`src/rtl/itc_pkg.sv`:
```
// Shared types, port codes and count helpers for the two-channel interval timer.
package itc_pkg;

    // Request action codes
    localparam logic [1:0] ACT_TICK  = 2'd0;
    localparam logic [1:0] ACT_WRITE = 2'd1;
    localparam logic [1:0] ACT_READ  = 2'd2;
    localparam logic [1:0] ACT_NONE  = 2'd3;

    // Decoded I/O ports
    localparam logic [7:0] PORT_CH0  = 8'h40;
    localparam logic [7:0] PORT_CH2  = 8'h42;
    localparam logic [7:0] PORT_CMD  = 8'h43;
    localparam logic [7:0] PORT_GATE = 8'h61;

    // Command byte fields
    localparam logic [1:0] SEL_CH0     = 2'b00;
    localparam logic [1:0] SEL_CH2     = 2'b10;
    localparam logic [1:0] ACCESS_LOHI = 2'b11;
    localparam logic [1:0] MODE_SQUARE = 2'b11;

    // Bit positions on the gate port
    localparam int GATE_BIT = 0;
    localparam int OUT_BIT  = 5;

    localparam int COUNT_W = 17;

    typedef struct packed {
        logic [1:0] action;
        logic [7:0] port;
        logic [7:0] write_data;
    } req_t;

    typedef struct packed {
        logic [7:0] read_data;
        logic       ch0_out;
        logic       ch0_rise;
        logic       ch2_out;
    } rsp_t;

    typedef enum logic [2:0] {
        CH_IDLE,
        CH_TICK,
        CH_CMD,
        CH_COUNT,
        CH_GATE
    } chan_op_t;

    typedef struct packed {
        chan_op_t   op;
        logic [7:0] data;
        logic       gate;      // gate level seen by the channel after this request
        logic       gate_was;  // gate level before a gate port write
    } chan_ctl_t;

    typedef struct packed {
        logic level;
        logic level_next;
    } chan_stat_t;

    // A reload of zero counts 65536 ticks.
    function automatic logic [COUNT_W-1:0] full_count(input logic [15:0] reload);
        full_count = (reload == 16'd0) ? {1'b1, 16'd0} : {1'b0, reload};
    endfunction

    // High half lasts (N+1)/2 ticks, low half N/2 ticks.
    function automatic logic [COUNT_W-1:0] half_len(input logic [COUNT_W-1:0] full,
                                                    input logic level);
        logic [COUNT_W:0] sum;
        sum = {1'b0, full} + {{COUNT_W{1'b0}}, 1'b1};
        if (level)
            half_len = sum[COUNT_W:1];
        else
            half_len = full >> 1;
    endfunction

endpackage

```
`src/rtl/itc_channel.sv`:
```
// One timer channel: count registers, mode 0 and mode 3 sequencing.
module itc_channel (
    input  logic              clk,
    input  logic              rst_n,
    input  itc_pkg::chan_ctl_t ctl,
    output itc_pkg::chan_stat_t stat
);
    import itc_pkg::*;

    logic [15:0]        reload_reg, reload_next;
    logic [COUNT_W-1:0] count_reg, count_next;
    logic [2:0]         mode_reg, mode_next;
    logic               level_reg, level_next;
    logic               expect_hi_reg, expect_hi_next;
    logic               armed_reg, armed_next;

    logic               square;
    logic [COUNT_W-1:0] full_cur;
    logic [COUNT_W-1:0] full_new;
    logic [COUNT_W-1:0] count_dec;
    logic [15:0]        reload_hi;
    logic               flip;

    assign square    = (mode_reg[1:0] == MODE_SQUARE);
    assign full_cur  = full_count(reload_reg);
    assign reload_hi = {ctl.data, reload_reg[7:0]};
    assign full_new  = full_count(reload_hi);
    assign count_dec = (count_reg != '0) ? count_reg - COUNT_W'(1) : count_reg;
    assign flip      = ~level_reg;

    always_comb
    begin
        reload_next    = reload_reg;
        count_next     = count_reg;
        mode_next      = mode_reg;
        level_next     = level_reg;
        expect_hi_next = expect_hi_reg;
        armed_next     = armed_reg;
        unique case (ctl.op)
            CH_TICK:
            begin
                if (armed_reg)
                begin
                    if (!square)
                    begin
                        if (ctl.gate)
                        begin
                            count_next = count_dec;
                            if (count_dec == '0)
                            begin
                                level_next = 1'b1;
                                armed_next = 1'b0;
                            end
                        end
                    end
                    else if (!ctl.gate)
                    begin
                        level_next = 1'b1;
                    end
                    else
                    begin
                        count_next = count_dec;
                        if (count_dec == '0)
                        begin
                            // empty low half on a count of one: stay high
                            if (!flip && full_cur == COUNT_W'(1))
                            begin
                                level_next = level_reg;
                                count_next = half_len(full_cur, level_reg);
                            end
                            else
                            begin
                                level_next = flip;
                                count_next = half_len(full_cur, flip);
                            end
                        end
                    end
                end
            end
            CH_CMD:
            begin
                mode_next      = ctl.data[3:1];
                armed_next     = 1'b0;
                expect_hi_next = 1'b0;
                level_next     = (ctl.data[2:1] == MODE_SQUARE);
            end
            CH_COUNT:
            begin
                if (!expect_hi_reg)
                begin
                    reload_next    = {reload_reg[15:8], ctl.data};
                    expect_hi_next = 1'b1;
                    armed_next     = 1'b0;
                end
                else
                begin
                    reload_next    = reload_hi;
                    expect_hi_next = 1'b0;
                    armed_next     = 1'b1;
                    if (square)
                    begin
                        level_next = 1'b1;
                        count_next = half_len(full_new, 1'b1);
                    end
                    else
                    begin
                        level_next = 1'b0;
                        count_next = full_new;
                    end
                end
            end
            CH_GATE:
            begin
                if (square)
                begin
                    if (!ctl.gate)
                    begin
                        level_next = 1'b1;
                    end
                    else if (!ctl.gate_was && armed_reg)
                    begin
                        // restart at the top of the high half
                        level_next = 1'b1;
                        count_next = half_len(full_cur, 1'b1);
                    end
                end
            end
            default:
            begin
            end
        endcase
    end

    always_ff @(posedge clk or negedge rst_n)
    begin
        if (!rst_n)
        begin
            reload_reg    <= '0;
            count_reg     <= '0;
            mode_reg      <= '0;
            level_reg     <= 1'b0;
            expect_hi_reg <= 1'b0;
            armed_reg     <= 1'b0;
        end
        else
        begin
            reload_reg    <= reload_next;
            count_reg     <= count_next;
            mode_reg      <= mode_next;
            level_reg     <= level_next;
            expect_hi_reg <= expect_hi_next;
            armed_reg     <= armed_next;
        end
    end

    assign stat.level      = level_reg;
    assign stat.level_next = level_next;

endmodule

```
`src/rtl/interval_timer_two_channel_top.sv`:
```
// Top level of the two-channel interval timer: request stage, decode, result register.
// Usage:
//   Each request on req (valid/ready) is one of: an input clock tick, a byte
//   write to an I/O port, or a byte read from an I/O port. Port 0x43 takes
//   command bytes, 0x40 and 0x42 take the low-then-high count bytes of
//   channels 0 and 2, and 0x61 holds the channel 2 gate in bit 0 and shows
//   channel 2's output in bit 5 on reads.
//   Every request produces exactly one result on rsp (valid/ready): the read
//   byte (zero unless a read of 0x61), both output levels after the request,
//   and ch0_rise, the channel 0 interrupt edge on a tick.
// Flow and throughput:
//   A request sits in the request register, passes both channels in one pass
//   of logic and loads the result register once that register is free or
//   drains. One request per cycle is sustained while rsp_ready stays high;
//   the single-pass channel update sets that figure.
// Reset:
//   rst_n (asynchronous, active low) clears all counts, modes, levels and the
//   gate byte, and empties both registers.
// Stall:
//   While rsp is held, the request register still takes one more request;
//   after that req_ready drops until the result is taken.
module interval_timer_two_channel_top (
    input  logic          clk,
    input  logic          rst_n,
    input  logic          req_valid,
    output logic          req_ready,
    input  itc_pkg::req_t req,
    output logic          rsp_valid,
    input  logic          rsp_ready,
    output itc_pkg::rsp_t rsp
);
    import itc_pkg::*;

    logic       stage_valid_reg, stage_valid_next;
    req_t       stage_reg;
    logic       rsp_valid_reg, rsp_valid_next;
    rsp_t       rsp_reg, rsp_next;
    logic [7:0] gate_reg, gate_next;

    logic       advance;
    logic       accept;
    logic       step;
    logic       cmd_ok;

    chan_ctl_t  ctl0, ctl2;
    chan_stat_t stat0, stat2;

    // Move the held request on whenever the result register is free or drains.
    assign advance   = !rsp_valid_reg || rsp_ready;
    assign req_ready = !stage_valid_reg || advance;
    assign accept    = req_valid && req_ready;
    assign step      = stage_valid_reg && advance;

    // Drop commands with a latch, readback or single-byte access form.
    assign cmd_ok   = (stage_reg.write_data[5:4] == ACCESS_LOHI);

    // Steer the request to the channels.
    always_comb
    begin
        gate_next     = gate_reg;
        ctl0.op       = CH_IDLE;
        ctl0.data     = stage_reg.write_data;
        ctl0.gate     = 1'b1;
        ctl0.gate_was = 1'b1;
        ctl2.op       = CH_IDLE;
        ctl2.data     = stage_reg.write_data;
        ctl2.gate_was = gate_reg[GATE_BIT];
        if (step)
        begin
            unique case (stage_reg.action)
                ACT_TICK:
                begin
                    ctl0.op = CH_TICK;
                    ctl2.op = CH_TICK;
                end
                ACT_WRITE:
                begin
                    unique case (stage_reg.port)
                        PORT_CMD:
                        begin
                            if (cmd_ok && stage_reg.write_data[7:6] == SEL_CH0)
                                ctl0.op = CH_CMD;
                            else if (cmd_ok && stage_reg.write_data[7:6] == SEL_CH2)
                                ctl2.op = CH_CMD;
                        end
                        PORT_CH0:  ctl0.op = CH_COUNT;
                        PORT_CH2:  ctl2.op = CH_COUNT;
                        PORT_GATE:
                        begin
                            ctl2.op   = CH_GATE;
                            gate_next = stage_reg.write_data;
                        end
                        default:
                        begin
                        end
                    endcase
                end
                default:
                begin
                end
            endcase
        end
        ctl2.gate = gate_next[GATE_BIT];
    end

    itc_channel u_ch0 (
        .clk   (clk),
        .rst_n (rst_n),
        .ctl   (ctl0),
        .stat  (stat0)
    );

    itc_channel u_ch2 (
        .clk   (clk),
        .rst_n (rst_n),
        .ctl   (ctl2),
        .stat  (stat2)
    );

    // Form the result from the levels after this request.
    always_comb
    begin
        rsp_next.read_data = '0;
        if (stage_reg.action == ACT_READ && stage_reg.port == PORT_GATE)
        begin
            rsp_next.read_data          = gate_reg;
            rsp_next.read_data[OUT_BIT] = stat2.level;
        end
        rsp_next.ch0_out  = stat0.level_next;
        rsp_next.ch0_rise = (stage_reg.action == ACT_TICK) && !stat0.level &&
                            stat0.level_next;
        rsp_next.ch2_out  = stat2.level_next;
    end

    assign stage_valid_next = accept || (stage_valid_reg && !advance);
    assign rsp_valid_next   = step || (rsp_valid_reg && !rsp_ready);

    always_ff @(posedge clk or negedge rst_n)
    begin
        if (!rst_n)
        begin
            stage_valid_reg <= 1'b0;
            rsp_valid_reg   <= 1'b0;
            gate_reg        <= '0;
        end
        else
        begin
            stage_valid_reg <= stage_valid_next;
            rsp_valid_reg   <= rsp_valid_next;
            gate_reg        <= gate_next;
        end
    end

    // Hold payloads until the next transfer.
    always_ff @(posedge clk)
    begin
        if (accept)
            stage_reg <= req;
        if (step)
            rsp_reg <= rsp_next;
    end

    assign rsp_valid = rsp_valid_reg;
    assign rsp       = rsp_reg;

endmodule
```
`config.mk`:
```
export PLATFORM = sky130hd
export DESIGN_NAME = interval_timer_two_channel_top
export DESIGN_NICKNAME = d
export VERILOG_FILES = /design/src/rtl/itc_pkg.sv /design/src/rtl/itc_channel.sv /design/src/rtl/interval_timer_two_channel_top.sv
export SDC_FILE = /design/constraint.sdc
export NUM_CORES = 1
export LEC_CHECK = 0
export BUFFER_PORTS_ARGS = -buffer_cell sky130_fd_sc_hd__clkbuf_2
export CAP_MARGIN = 20
export CORE_ASPECT_RATIO = 0.8
export CORE_MARGIN = 3
export CORE_UTILIZATION = 40
export CTS_CLUSTER_SIZE = 16
export DETAILED_ROUTE_END_ITERATION = 8
export PLACE_DENSITY = 0.57
export SYNTH_ARGS = -nofsm -noshare
export SYNTH_HDL_FRONTEND = slang
export SYNTH_SLANG_ARGS = --single-unit
```
`constraint.sdc`:
```
create_clock -name clk -period 5.25 [get_ports clk]
set_input_delay 0.2625 -clock clk [delete_from_list [all_inputs] [get_ports clk]]
set_output_delay 0.2625 -clock clk [all_outputs]
set_load 0.01 [all_outputs]
```
==> Word level (Yosys, flattened, before mapping) <==
Index checks and enable logic that the tools add are counted.
{ "op_classes": {"n_mux": 77, "n_reduce_logical": 45, "eq_ne": 28, "bitwise_logic": 4, "n_addsub": 6} }
{ "ops": {"columns": ["operator", "count"], "rows": [
  ["$mux W17", 27],
  ["$add A17 B1 Y18 const B", 4],
  ["$logic_not A16 Y1", 4],
  ["$pmux W17 S3", 1],
  ["$eq A17 B1 Y1 const B", 2],
  ["$logic_not A17 Y1", 2],
  ["$pmux W17 S2", 1],
  ["$reduce_bool A17 Y1", 2],
  ["$sub A17 B1 Y17 const B", 2],
  ["$mux W1", 33],
  ["$eq A8 B7 Y1 const B", 4],
  ["$eq A2 B2 Y1 const B", 8],
  ["$logic_and A1 B1 Y1", 12],
  ["$ne A2 B1 Y1 const B", 6],
  ["$pmux W1 S3", 3],
  ["$pmux W3 S3", 1],
  ["$reduce_bool A3 Y1", 3],
  ["$mux W2", 4],
  ["$pmux W2 S2", 2],
  ["$reduce_and A2 Y1", 4],
  ["$reduce_and A7 Y1", 1],
  ["$eq A3 B2 Y1 const B", 2],
  ["$logic_not A1 Y1", 6],
  ["$pmux W3 S2", 1],
  ["other kinds (12)", 25]
]} }
{ "totals": {"inputBits": 22, "reg_bits": 115, "output_inout_bits": 13} }

==> Longest topological paths before layout <==
Gate-level depths: netlist of the first run.
{ "depth": {"ltp_word": 10, "depth_mapped": 12, "mapped_depth_nobuf": 9} }

==> By module <==
A second synthesis of the first run with hierarchy kept.
{ "hier_totals": {"hier_cells": 1009, "hier_area_um2": 8834.7} }
{ "by_module_without_submodules": {"columns": ["mod", "n_inst", "cells_each", "area_each_um2"], "rows": [
  ["itc_channel at u_ch2", 1, 471, 3748.6],
  ["itc_channel at u_ch0", 1, 454, 3599.7],
  ["interval_timer_two_channel_top", 1, 84, 1486.4]
]} }

==> Worst setup path after synthesis of the first run <==
OpenSTA, ideal clock, no wires.
{ "synth_path": {"kind": "register -> register", "start": "reg u_ch0.count_reg[0]", "end": "reg rsp_reg (netlist bit rsp[2]), data pin", "arrival_time_ps": 2384, "period_less_slack_ps": 2656, "stages_incl_launch_ff": 11, "required_ps": 4977, "slack_ps": 2594, "setup_ps": 273, "cell_sequence": "dfrtp_1 > buf_2 > inv_1 > ha_1 > nor3b_1 > nand4_1 > mux2i_1 > a21bo_2 > nor4_1 > and4_1 > nor3_1"} }
{ "synth_rtl": {"columns": ["element", "line_no", "rtl"], "rows": [
  ["from (decl)", "itc_channel.sv:11", "logic [COUNT_W-1:0] count_reg, count_next;"],
  ["from (signal assigned)", "itc_channel.sv:148", "count_reg <= count_next;"],
  ["to (signal assigned)", "interval_timer_two_channel_top.sv:160", "rsp_reg <= rsp_next;"],
  ["to (decl)", "interval_timer_two_channel_top.sv:37", "rsp_t rsp_reg, rsp_next;"]
]} }

==> results of run 1 <==
[what timing repair did]
action	4_1_cts	5_1_grt
hold buffers	2	1
endpoints found under the setup margin	0	0
endpoints found under the hold margin	38	1
[per-layer routing]
metal  GRT usage  wire length, um  vias to the layer above  part of all wire
met5           0                0                        -                 0
met4      0.0455              183                        0            0.0068
met3      0.0622             2740                       16              0.10
met2       0.314            10600                      393              0.39
met1       0.388            13500                     3954              0.50
li1            -                -                     3869                 -
[Yosys cell counts, types with 23 or more instances]
cell	instances
nand2_1	106
nor2_1	89
dfrtp_1	85
o21ai_0	63
clkbuf_1	62
nand3_1	58
a21oi_1	55
nor3_1	39
mux2_2	30
edfxtp_1	29
inv_1	25
nand4_1	25
a31oi_1	23
[per-stage QoR]
step,instance area (um2),util
floorplan,8630,-
global placement,8890,0.425
detailed placement,8890,0.425
CTS,9540,0.456
global route,9580,0.457
finish,9580,0.457
[layout by cell type, fill, tap and decap left out, types with 16 or more instances in the layout]
master     synthesis  routed
edfxtp_1          29      29
a31oi_1           23      23
nand2_1          106     106
inv_1             25      25
nand4_1           25      25
nor4_1            20      20
o22ai_1           16      16
clkbuf_16          0      17
nor3_1            39      39
dfrtp_1           85      85
a21oi_1           55      55
nor2_1            89      89
nand3_1           58      58
o21ai_0           63      63
xor2_1            21      21
mux2_2            30      30
clkbuf_2           1      33
xnor2_1           21      21
[final cells by class]
class,count,area [um2]
Tap cell,269,337
Clock buffer,20,467
Timing Repair Buffer,53,333
Sequential cell,114,3000
Clock inverter,12,168
Inverter,25,93.8
Multi-Input combinational cell,808,5180
Fill cell,2055,11400
[power by group]
| group | switching (mW) | leakage [nW] | total [mW] | internal, mW |
|---|---|---|---|---|
| clock | 0.465 | 0.309 | 1.26 | 0.795 |
| combinational | 0.215 | 1.94 | 0.353 | 0.139 |
| sequential | 0.106 | 1.33 | 1.07 | 0.966 |
| total | 0.785 | 3.58 | 2.69 | 1.90 |
[path summary, 6_finish.rpt]
path | end | slack, ns | depth (start not counted)
hold / removal | ctl0[4]$_DFFE_PP_ | 0.01 | 1
max in group asynchronous | u_ch0.reload_reg[11]$_DFFE_PN0P_ | 3.83 | 3
setup / recovery | rsp[0]$_DFFE_PP_ | 1.62 | 7
hold reg to reg | gate_reg[1]$_DFFE_PN0P_ | 0.47 | 2
setup reg to reg | rsp[0]$_DFFE_PP_ | 1.62 | 7
min in group asynchronous | u_ch2.count_reg[11]$_DFFE_PN0P_ | 0.35 | 2
[worst register-to-register path: stages (launching register included)]
cell and delay [ns]:
dfrtp_1 0.49, nor4_2 0.56, nand4_2 0.38, nand2_1 0.16, mux2i_1 0.17, nor4_4 0.89, a21oi_1 0.19, o21ai_0 0.51
[kinds of logic (layout without fill, tap and decap cells)]
| family | count (synthesis) | count (layout) |
|---|---|---|
| compound gates | 265 | 265 |
| flops | 114 | 114 |
| xor+xnor | 42 | 42 |
| buf+inv | 109 | 110 |
| simple gates | 453 | 453 |
| fa+ha+maj | 11 | 11 |
| mux | 37 | 37 |
==> run_results.csv, run 1 <==
group,metric,value,unit
timing,clock_skew,0.00884,ns
routing,wl_per_cell,20.8,um
die,coreArea,20900,um2
timing,rsz0062_at_grt,"false",
run_status,outcome,"finished, final reports clean",
setup_path,worstSetupStartpointType,"flop",
logic_synthesis,syn-cell-area,8630,um2
timing,period_minus_slack,3.63,ns
logic_synthesis,synth-xor-area-share,0.0426,
setup_path,cp_cell_sequence,"nor4_2 -> nand4_2 -> nand2_1 -> mux2i_1 -> nor4_4 -> a21oi_1 -> o21ai_0",
place,place_ws,1.77,ns
timing,setup_viol,0,
timing,relSlewSlack,0.310,
logic_synthesis,ys.flop_type,"dfrtp_1",
routing,ant_nets,0,
power,total_power,2.69,mW
setup_path,slowest_delay,0.89,ns
power,p_leak,3.58,nW
setup_path,cp-end-kind,"flop",
setup_path,crit_buf_inv,0,
logic_synthesis,async_flop_share,0.746,
die,num_rows,47,
timing,clock.fmax,275,MHz
cells_and_area,final_nets,1051,
routing,drt_iter0_drc,1087,
die,start_util,0.412,
logic_synthesis,syn_nets,1063,
logic_synthesis,synth_compound_area_frac,0.203,
routing,routed_wirelength,27.1,mm
clock_tree,path_clk_slew,0.06,ns
logic_synthesis,synth_seq_area_share,0.347,
setup_path,crit_fanout,18,
setup_path,crit_type,"flop to flop",
flow_run,drv_cap,0,
die,dieArea,23400,um2
grt,grt_pass1_vias,7551,
cells_and_area,stdcell_count,1301,
power,power.density,280,nW/um2
logic_synthesis,synth_mux_area_frac,0.0473,
routing,vias,8232,
power,ir_drop,0.182,mV
timing,setup-tns-final,0,ns
logic_synthesis,yosys.area_share.simple,0.290,
grt,antenna_found_initial,0,
logic_synthesis,synth_top_family_by_area,"simple AND/OR/NAND/NOR gates",
logic_synthesis,synth_top_area_frac,0.246,
place,dpl.hpwl,19.5,mm
clock_tree,htree_levels,4,
logic_synthesis,synth.largest_area_cell,"dfrtp_1",
setup_path,r2r-start,"u_ch2.count_reg[11]$_DFFE_PN0P_",
timing,whs,0.0126,ns
logic_synthesis,ys_top_cells_by_area,"dfrtp_1 25%, edfxtp_1 10%, nand2_1 4.6%",
die,die_y,137,um
clock_tree,cts_tree,"yes",
place,io_buffer_count,34,
place,gp_congestion,0.946,
min_path,worstHoldStart,"req[2]",
clock_tree,cts_resized,0,
timing,fin_crit_sh,0.692,
cells_and_area,area_growth,11.0,%
cells_and_area,drive_gt1_frac,0.141,
grt,grt_overflow,0,
die,io-pin-count,35,
grt,grt_pass1_wl,43.9,mm
setup_path,startpoint,"u_ch2.count_reg[11]$_DFFE_PN0P_",
timing,final-hold-violation-count,0,
routing,firstDrtPassIters,5,
setup_path,cp.arrival,3.78,ns
routing,vias_per_cell,6.33,
logic_synthesis,syn_area_per_cell,8.37,um2
routing,remaining_drc_errors,0,
clock_tree,clk_latency,0.42,ns
place,dpl.cell_count,1264,
cells_and_area,n_antenna_cell,0,
clock_tree,cts_setup_buffers,0,
setup_path,crit_family,"simple AND/OR/NAND/NOR gates",
logic_synthesis,syn_inst,1031,
clock_tree,ctsLongestPathBuffers,2,
clock_tree,clockRootBuffer,"clkbuf_16",
setup_path,crit_slowest_cell,"nor4_4",
min_path,holdCritPathClass,"input pin to flop",
logic_synthesis,yosys_register_bits,114,
clock_tree,clock_sinks,114,
clock_tree,numCtsBuffers,17,
timing,worst_slack,1.62,ns
grt,grt_max_degree,49,
logic_synthesis,synth-edff-count,29,
logic_synthesis,synth_fa_ha_area_frac,0.0157,
setup_path,critPathRequiredTime,5.40,ns
timing,worst_slew_pin_slew,1.03,ns
die,die_x,170,um
timing,finalMaxSlewViolations,0,
grt,track_usage,0.240,
logic_synthesis,ys_warn_count,0,
logic_synthesis,ys_types,81,
Power figures use the tool's default switching activity.
==> run 2: changes to the inputs <==
ABC_AREA = 1   (was not set)
clock period = 3.8 ns   (was 5.25 ns; I/O delays follow)
==> run 2 against run 1 <==
Effect of this change: area after synthesis is 3.6% lower; cell count is 19% higher; sequential share of layout area is 0.19 points higher; combinational power grew to 3.4 times the previous value; flip-flop and latch count stayed put; via count is 0.66% higher; maximum frequency is 26% higher; clock power is 25% higher; routed wire length is 5.9% lower; synthesized cell count is 19% higher; setup slack worse by 0.69 ns; largest power group is now sequential cells; highest routed layer unchanged.
==> run_results.csv, run 2 <==
group,metric,value,unit
run_status,outcome,"finished, final reports clean",
setup_path,worstSetupStartpointType,"flop",
logic_synthesis,syn_inst,1225,
logic_synthesis,synth.largest_area_cell,"dfrtp_1",
timing,clock.fmax,348,MHz
timing,setup_viol,0,
routing,wl_per_cell,16.5,um
routing,ant_nets,0,
logic_synthesis,yosys.area_share.simple,0.375,
min_path,worstHoldStart,"rsp_ready",
grt,track_usage,0.231,
power,power.density,474,nW/um2
routing,remaining_drc_errors,0,
grt,grt_pass1_wl,41.5,mm
setup_path,crit_slowest_cell,"dfrtp_1",
clock_tree,htree_levels,4,
logic_synthesis,synth_compound_area_frac,0.122,
die,io-pin-count,35,
setup_path,reg2regPathDepth,15,
routing,vias,8286,
timing,relSlewSlack,0.469,
cells_and_area,n_antenna_cell,0,
cells_and_area,finish.utilization,0.472,
routing,routed_wirelength,25.5,mm
setup_path,crit_fanout,15,
clock_tree,clk_latency,0.43,ns
power,p_leak,4.31,nW
logic_synthesis,synthTopCellsByCount,"334 x nand2_1, 165 x nor2_1, 109 x inv_1, 107 x nand3_1, 102 x o21ai_0",
place,dpl.hpwl,19.3,mm
min_path,holdCritPathClass,"input pin to flop",
cells_and_area,final_nets,1305,
die,coreArea,20100,um2
clock_tree,cts_resized,0,
routing,vias_per_cell,5.35,
logic_synthesis,ys.flop_type,"dfrtp_1",
setup_path,slowest_delay,0.45,ns
logic_synthesis,async_flop_share,0.746,
setup_path,cp.arrival,3.18,ns
setup_path,crit_top_cell,"nand2_1",
place,gp_congestion,0.898,
setup_path,cp_cell_sequence,"inv_1 -> ha_1 -> nand2_1 -> nor2_1 -> nand3_2 -> nand2_1 -> nand3_1 -> nor2_1 -> nand2_1 -> nor2_1 -> nand3_2 -> inv_2 -> nand2_1 -> nand3_1 -> a21oi_1",
logic_synthesis,ys_warn_count,0,
clock_tree,clockRootBuffer,"clkbuf_16",
logic_synthesis,synth-edff-count,29,
place,io_buffer_count,34,
logic_synthesis,synth_mux_area_frac,0.00120,
timing,rsz0062_at_grt,"false",
grt,grt_max_degree,59,
clock_tree,cts_tree,"yes",
logic_synthesis,synth_seq_area_share,0.360,
clock_tree,path_clk_slew,0.06,ns
cells_and_area,multiInputGateArea,4680,um2
cells_and_area,area_growth,14.4,%
logic_synthesis,syn-cell-area,8320,um2
cells_and_area,register_area,3000,um2
setup_path,r2r-start,"u_ch0.count_reg[0]$_DFFE_PN0P_",
logic_synthesis,synth-xor-area-share,0.0495,
logic_synthesis,syn_nets,1257,
logic_synthesis,ys_types,53,
clock_tree,clock_sinks,114,
die,num_rows,46,
cells_and_area,stdcell_count,1550,
logic_synthesis,synth_top_area_frac,0.256,
routing,drt_iter0_drc,731,
logic_synthesis,ys_top_cells_by_area,"dfrtp_1 26%, nand2_1 15%, edfxtp_1 10%",
routing,firstDrtPassIters,5,
place,dpl.cell_count,1498,
power,ir_drop,0.280,mV
timing,clock_skew,0.0116,ns
timing,setup-tns-final,0,ns
min_path,hold_depth,4,
timing,final-hold-violation-count,0,
clock_tree,ctsLongestPathBuffers,2,
min_path,hold_path_end,"rsp_valid$_DFF_PN0_",
cells_and_area,final_cell_mix,"334 x nand2_1, 165 x nor2_1, 109 x inv_1, 107 x nand3_1, 102 x o21ai_0",
setup_path,critPathRequiredTime,4.11,ns
logic_synthesis,synth_fa_ha_area_frac,0.0150,
timing,finalMaxSlewViolations,0,
timing,worst_slew_pin_slew,0.796,ns
cells_and_area,drive_gt1_frac,0.0956,
clock_tree,numCtsBuffers,17,
cells_and_area,layout_commonest_cell,"nand2_1",
die,die_x,167,um
grt,antenna_found_initial,0,
die,dieArea,22600,um2
flow_run,drv_cap,0,
logic_synthesis,synth_top_family_by_area,"simple AND/OR/NAND/NOR gates",
die,start_util,0.413,
die,die_y,135,um
setup_path,cp-end-kind,"flop",
setup_path,crit_type,"flop to flop",
timing,fin_crit_sh,0.755,
setup_path,worstReg2RegEnd,"u_ch0.count_reg[13]$_DFFE_PN0P_",
setup_path,rrSetupSlack,0.93,ns
logic_synthesis,yosys_register_bits,114,
logic_synthesis,syn_area_per_cell,6.79,um2
timing,period_minus_slack,2.87,ns
grt,grt_overflow,0,
grt,grt_pass1_vias,7587,
logic_synthesis,yosysMostFrequentCell,"nand2_1",
cells_and_area,fill_cells,2084,
==> run 2: metal layers <==
metal  global-route usage  share of wire
met5                    0              0
met4               0.0522          0.013
met3               0.0509          0.081
met2                0.303           0.37
met1                0.376           0.53
==> run 2: logic make-up (layout without fill, tap and decap cells) <==
kind of cell,after synthesis,after routing
flops,114,114
compound gates,190,190
mux,1,1
simple gates,703,703
buf+inv,160,221
xor+xnor,47,47
fa+ha+maj,10,10
==> run 2: layout make-up <==
type	instances	area share
well taps	264	0.0347
repair buffers	68	0.0502
clock buffers	18	0.0451
inverters	121	0.0480
multi-input cells	951	0.492
flip-flops and latches	114	0.315
clock inverters	14	0.0150
==> run 2: power by group <==
group          switching [mW]  internal, mW  total (mW)
sequential              0.277          1.45        1.72
clock                   0.663         0.920        1.58
combinational           0.768         0.436        1.20
total                    1.71          2.80        4.51
==> run 2: worst max-delay path: cells and delay by family, from the launching register on <==
| kind | cells | cell delay (ns) |
|---|---|---|
| AND/OR/NAND/NOR | 11 | 1.71 |
| adder cells (fa/ha/maj) | 1 | 0.18 |
| buffers and inverters | 2 | 0.35 |
| flip-flops | 1 | 0.45 |
| AO/OA/AOI/OAI | 1 | 0.07 |
==> run 2: stage by stage <==
stage	instance area, um2	total power, mW	worst slack (ns)	hold slack (ns)
final	9520	4.51	0.930	0.0304
after detailed placement	8750	2.91	0.976	0.317
after global placement	8750	2.91	0.971	0.325
after CTS	9520	4.52	0.964	0.0192
after floorplan	8320	2.53	1.37	-0.106
after global routing	9520	4.78	0.646	0.0449
==> run 2: worst max-delay path by stage <==
stage,start,cells after the start,to
3_5_place_dp,rsp_valid$_DFF_PN0_,11,u_ch2.count_reg[0]$_DFFE_PN0P_
5_1_grt,rsp_valid$_DFF_PN0_,12,u_ch2.count_reg[9]$_DFFE_PN0P_
2_1_floorplan,rsp_valid$_DFF_PN0_,13,u_ch2.count_reg[12]$_DFFE_PN0P_
6_report,u_ch0.count_reg[0]$_DFFE_PN0P_,15,u_ch0.count_reg[13]$_DFFE_PN0P_
4_1_cts,rsp_valid$_DFF_PN0_,11,u_ch2.count_reg[0]$_DFFE_PN0P_
3_3_place_gp,rsp_valid$_DFF_PN0_,11,u_ch2.count_reg[0]$_DFFE_PN0P_
==> run 2: what timing repair did <==
action | in CTS | in global routing
hold buffers | 20 | 0
buffers inserted | 0 | 0
hold endpoints to repair | 76 | 0
